[src/rtl/ibt_pkg.sv]
`default_nettype none
package ibt_pkg;
   localparam int ENTRIES  = 64;
   localparam int KEY_BITS = 16;
   localparam int IDX_W    = $clog2(ENTRIES);
   localparam int CNT_W    = $clog2(ENTRIES + 1);

   localparam logic [2:0] ST_INSERTED  = 3'd0;
   localparam logic [2:0] ST_TIGHTENED = 3'd1;
   localparam logic [2:0] ST_REDUNDANT = 3'd2;
   localparam logic [2:0] ST_CONFLICT  = 3'd3;
   localparam logic [2:0] ST_DELETED   = 3'd4;
   localparam logic [2:0] ST_NOTFOUND  = 3'd5;
   localparam logic [2:0] ST_FULL      = 3'd6;

   localparam logic KIND_ADD = 1'b0;

   typedef struct packed {
      logic capture;
      logic search;
      logic decide;
      logic apply;
   } ctl_cmd_type;
endpackage
`default_nettype wire

[src/rtl/ibt_controller.sv]
`default_nettype none
module ibt_controller (
   input  wire logic                 clock,
   input  wire logic                 reset,
   input  wire logic                 req_valid,
   output logic                      req_stall,
   output logic                      rsp_valid,
   input  wire logic                 rsp_stall,
   output ibt_pkg::ctl_cmd_type      cmd
);
   import ibt_pkg::*;

   typedef enum logic [1:0] {S_IDLE, S_SEARCH, S_DECIDE, S_APPLY} state_type;

   state_type state_ff, state_in;
   logic      rsp_valid_ff, rsp_valid_in;

   always_comb begin
      state_in     = state_ff;
      rsp_valid_in = rsp_valid_ff && rsp_stall;
      cmd          = '0;
      unique case (state_ff)
         S_IDLE: begin
            cmd.capture = req_valid;
            if (req_valid) state_in = S_SEARCH;
         end
         S_SEARCH: begin
            cmd.search = 1'b1;
            state_in   = S_DECIDE;
         end
         S_DECIDE: begin
            cmd.decide = 1'b1;
            state_in   = S_APPLY;
         end
         S_APPLY: begin
            // The result register must be free before the item is committed.
            if (!rsp_valid_ff || !rsp_stall) begin
               cmd.apply    = 1'b1;
               rsp_valid_in = 1'b1;
               state_in     = S_IDLE;
            end
         end
         default: state_in = S_IDLE;
      endcase
   end

   always_ff @(posedge clock) begin
      if (reset) begin
         state_ff     <= S_IDLE;
         rsp_valid_ff <= 1'b0;
      end else begin
         state_ff     <= state_in;
         rsp_valid_ff <= rsp_valid_in;
      end
   end

   assign req_stall = (state_ff != S_IDLE);
   assign rsp_valid = rsp_valid_ff;
endmodule
`default_nettype wire

[config.mk]
export PLATFORM = sky130hd
export DESIGN_NAME = ibt_controller
export DESIGN_NICKNAME = d
export VERILOG_FILES = /design/src/rtl/ibt_pkg.sv /design/src/rtl/ibt_controller.sv
export SDC_FILE = /design/constraint.sdc
export NUM_CORES = 1
export LEC_CHECK = 0
export ABC_AREA = 0
export BUFFER_PORTS_ARGS = -buffer_cell sky130_fd_sc_hd__buf_2
export CAP_MARGIN = 20
export CORE_AREA = 8 8 45 47
export CTS_BUF_LIST = sky130_fd_sc_hd__clkbuf_4
export CTS_CLUSTER_DIAMETER = 120
export DETAILED_ROUTE_END_ITERATION = 8
export DIE_AREA = 0 0 53 55
export GPL_TIMING_DRIVEN = 1
export MAX_ROUTING_LAYER = met4
export PLACE_DENSITY_LB_ADDON = 0.15
export RECOVER_POWER = 25
export SYNTH_ARGS = -nofsm -noshare
export SYNTH_HDL_FRONTEND = slang
export SYNTH_SLANG_ARGS = --single-unit
[constraint.sdc]
create_clock -name clock -period 1.5 [get_ports clock]
set_clock_uncertainty 0.2 [all_clocks]
set_input_delay 0.075 -clock clock [delete_from_list [all_inputs] [get_ports clock]]
set_output_delay 0.075 -clock clock [all_outputs]
set_load 0.03 [all_outputs]
After elaboration in Yosys (flattened, before gate mapping)
Cells that the tools add are included. Widths: inputs -> output; s select.

Flip-flop bits (word level): 3. Latch bits: 0. Memory bits (writable): 0. Memories: 0. Logic and storage cells: 24. Bits of input ports: 4. Memory bits (read-only): 0.

Multipliers: 0. Bitwise gates (word level): 0. Magnitude comparators: 0. Divide/modulo/power cells: 0. Add/subtract/negate cells: 0. Mux-type cells: 10. Reductions and logical operators: 7. Equality and inequality tests: 5. Shift operators: 0.

Operators with widths (number): $pmux 2 s4 (1); $mux 1 (7); $eq 2x2->1 const B (2); $mux 2 (2); $ne 2x2->1 const B (2); $eq 2x1->1 const B (1); $logic_not 1->1 (2); $logic_not 2->1 (1); $reduce_and 2->1 (1); $reduce_bool 2->1 (1); $logic_and 1x1->1 (1); $logic_or 1x1->1 (1).

Longest topological paths before layout
Depth after elaboration: 4. Mapped depth: 5. Mapped depth without buffers: 5.

Worst setup path before layout
Ideal clock, no wire load.

Path kind: reg2reg. From: register state_ff[0]. To: register state_ff[1]. Data required time: 1213 ps. Cell stages (with the launch flop): 6. Slack: -71 ps. Data arrival time: 1284 ps. Clock period less this slack: 1571 ps. Buffers on the path: 0. Cell sequence: dfxtp_1 > inv_1 > ha_1 > nor2b_1 > or4b_1 > o31ai_1.

Longest elaborated chain between the ends: 3. Elaborated cells between the ends (all ways): 8. Classes of those cells: 5 x eq/ne; 1 x mux; 2 x reduce/logical.

RTL lines: from (decl) (line ibt_controller.sv:15) `state_type state_ff, state_in;`; from (signal assigned) (line ibt_controller.sv:52) `state_ff <= state_in;`; $eq 2x2->1 or $logic_not 2->1 (tied branches) (line ibt_controller.sv:22) `unique case (state_ff)`; $ne 2x2->1 (no source line); $reduce_and 2->1 (no source line).

Several ways; a longest one is shown, not always the timed one. A chain may end at the register's enable or synchronous reset.

Final worst setup path
From: register state_ff[1]. To: register state_ff[1].

The elaborated chain is that of the path after synthesis.

==> summary.txt <==
Min path
  • Worst Hold Class: in2reg
  • Worst Hold Depth: 4

GRT
  • Vias in the first global route: 252
  • Largest net degree at the start of global routing: 5
  • GRT Total Usage: 4.78%
  • First-pass GRT wire length: around 940 um
  • Total gr overflow: 0
  • Initial antenna violation count: 0

Setup path
  • CP endpoint kind: flop
  • Max stage delay on crit path: 0.52 ns
  • Crit path buffers/inverters: 0
  • CP required: 1.44 ns
  • Worst-path cell chain: ha_4 -> and3_4 -> or4b_4 -> o31ai_4
  • Slowest stage cell on the critical path: or4b_4
  • CP Launch Type: flop
  • CP Max Fanout: 3
  • R2R depth: 4
  • Critical path class: reg2reg
  • Crit path max-delay family: simple AND/OR/NAND/NOR gates
  • Worst Path Arrival: 1.48 ns
  • Worst path depth: 4

Route
  • WL/cell: just under 10 um
  • ANT nets after route: 0
  • Vias post-DR: 241
  • DR DRC count: 0
  • Aggregate routed wire length: 616 um
  • Iter 0 DRT Violations: 2
  • Vias per cell: 3.89
  • Pre-antenna DRT Iters: 3

Synthesis
  • Post-synth cell types: 13
  • Synth area leaders: ha_1, dfxtp_1, and3_4
  • Synth Cell Area: 215 um2
  • Area leader, netlist: ha_1
  • Synth top area share: 29.1%
  • Avg Inst Size Synth: 8.97 um2
  • Syn. warnings: 0
  • Post-Synthesis Cells: 24
  • Syn_nets: 33
  • Synth Register Bits: 3
  • Sequential area share after synthesis: 27.9%

Power
  • Power density cells: 1890 mW/mm2
  • Leak pwr: 0.218 nW
  • VDD IR max: 0.000614 V

Clock tree
  • CTS tree: done
  • Post-CTS Setup Bufs: 0
  • CTS sink cnt: 3
  • CTS buffer count: 3
  • CTS H-Tree Depth: 1
  • Later-pin clock latency in the skew report: 0.23 ns
  • Clock transition at the registers of the reported paths: 0.04 ns
  • CTS root buffer: clkbuf_4
  • Clock Path Buffers: 2

Die
  • Die area: 0.00292 mm2
  • Core area: 0.00138 mm2
  • Cell row count: 14
  • Initial core utilization: 15.6%
  • # IOs: 10
  • Die Ht: 55 um
  • DIE WIDTH: between 50 and 60 um

Timing
  • Hold Violations, Final: 0
  • Tmin final: 1.54 ns
  • Fin crit share: 103%
  • Worst Tran Pin Value: between 0.3 and 0.4 ns
  • Min setup slack post-route: -0.0390 ns
  • Achievable Freq: roughly 0.65 GHz
  • Hold_ws: approximately 0.089 ns
  • Slew Viols, Final: 0
  • RSZ-0062 raised after global routing: true
  • Max-slew headroom: 75.6%
  • Setup TNS: -0.0390 ns
  • Final setup viols: 1

Placed design
  • Number of I/O port buffers: 9
  • Worst slack, placed: -0.0729 ns
  • Gpl congestion: 0.638
  • Hpwl dp: about 490 um

Layout
  • Most frequent cells in the layout: buf_4, buf_2, clkbuf_4
  • Post-layout util: roughly a third
  • Commonest non-fill, non-tap cell in the layout: buf_4
  • Final layout net count: 56
  • # fillers: 157
  • Layout cell share with drive strength beyond 1: 65.2%
  • Ant diodes: 0
  • Syn-to-layout area delta: 113%

Run status
  • Outcome: finished with violations
  • Failing checks: setup timing

Run
  • Max-cap violations: 0
==> tightest hold or removal path, stage by stage <==
cell and delay [ns]:
buf_2 0.12, nor2b_4 0.12, or3_1 0.11, a21oi_1 0.05
==> registers in the layout, summed over array words and instances, names as in the netlist <==
name and flops:
rsp_valid 1, state_ff 2
==> path summary, 6_finish.rpt <==
path                    start           to  slack (ns)
setup / recovery  state_ff[1]  state_ff[1]       -0.04
hold / removal      req_valid  state_ff[0]        0.09
setup reg to reg  state_ff[1]  state_ff[1]       -0.04
hold reg to reg     rsp_valid    rsp_valid        0.39
==> through the flow <==
| step | cell area, um2 | instances | power, mW |
|---|---|---|---|
| 4_1_cts | 438 | 63 | 0.826 |
| 3_3_place_gp | 347 | 57 | 0.578 |
| 5_1_grt | 458 | 62 | 0.938 |
| 2_1_floorplan | 221 | 24 | 0.393 |
| 3_5_place_dp | 347 | 57 | 0.580 |
| 6_report | 458 | 62 | 0.865 |
==> report_power, final <==
part           internal [mW]  switching [mW]
Clock                  0.118          0.0400
Combinational          0.272           0.276
Sequential             0.118          0.0421
Total                  0.508           0.358
==> kinds of logic after synthesis <==
group | count (synthesis) | share of synthesized area (%)
and+or+nand+nor | 8 | 23.8
AOI/OAI and AO/OA | 5 | 14.0
adders and majority gates | 5 | 29.1
buffers and inverters | 3 | 5.23
DFF | 3 | 27.9
==> synth_stat cells (all sizes together) <==
master / n
ha: 5
dfxtp: 3
inv: 3
nor2: 3
a21oi: 2
a21boi: 1
and2: 1
and3: 1
nor2b: 1
o21ai: 1
o31ai: 1
or3: 1
or4b: 1
==> cell type report <==
| type | instances | area, um2 | area share [%] |
|---|---|---|---|
| Clock buffer | 4 | 30.0 | 6.56 |
| Inverter | 3 | 16.3 | 3.55 |
| Multi-Input combinational cell | 18 | 196 | 42.9 |
| Sequential cell | 3 | 67.6 | 14.8 |
| Tap cell | 16 | 20.0 | 4.37 |
| Timing Repair Buffer | 18 | 128 | 27.9 |
==> timing repair <==
action / 4_1_cts / 5_1_grt
resized for setup: 11 / 7
endpoints found under the setup margin: 3 / 3
pin swaps: 1 / 3
hold buffers: 2 / 0
hold endpoints to repair: 3 / 0
==> per-layer routing <==
layer	global-route usage, %	share of wire (%)
met5	-	0
met4	5.17	0
met3	1.60	4.9
met2	7.23	50
met1	4.54	44
(Power assumes the default switching activity.)
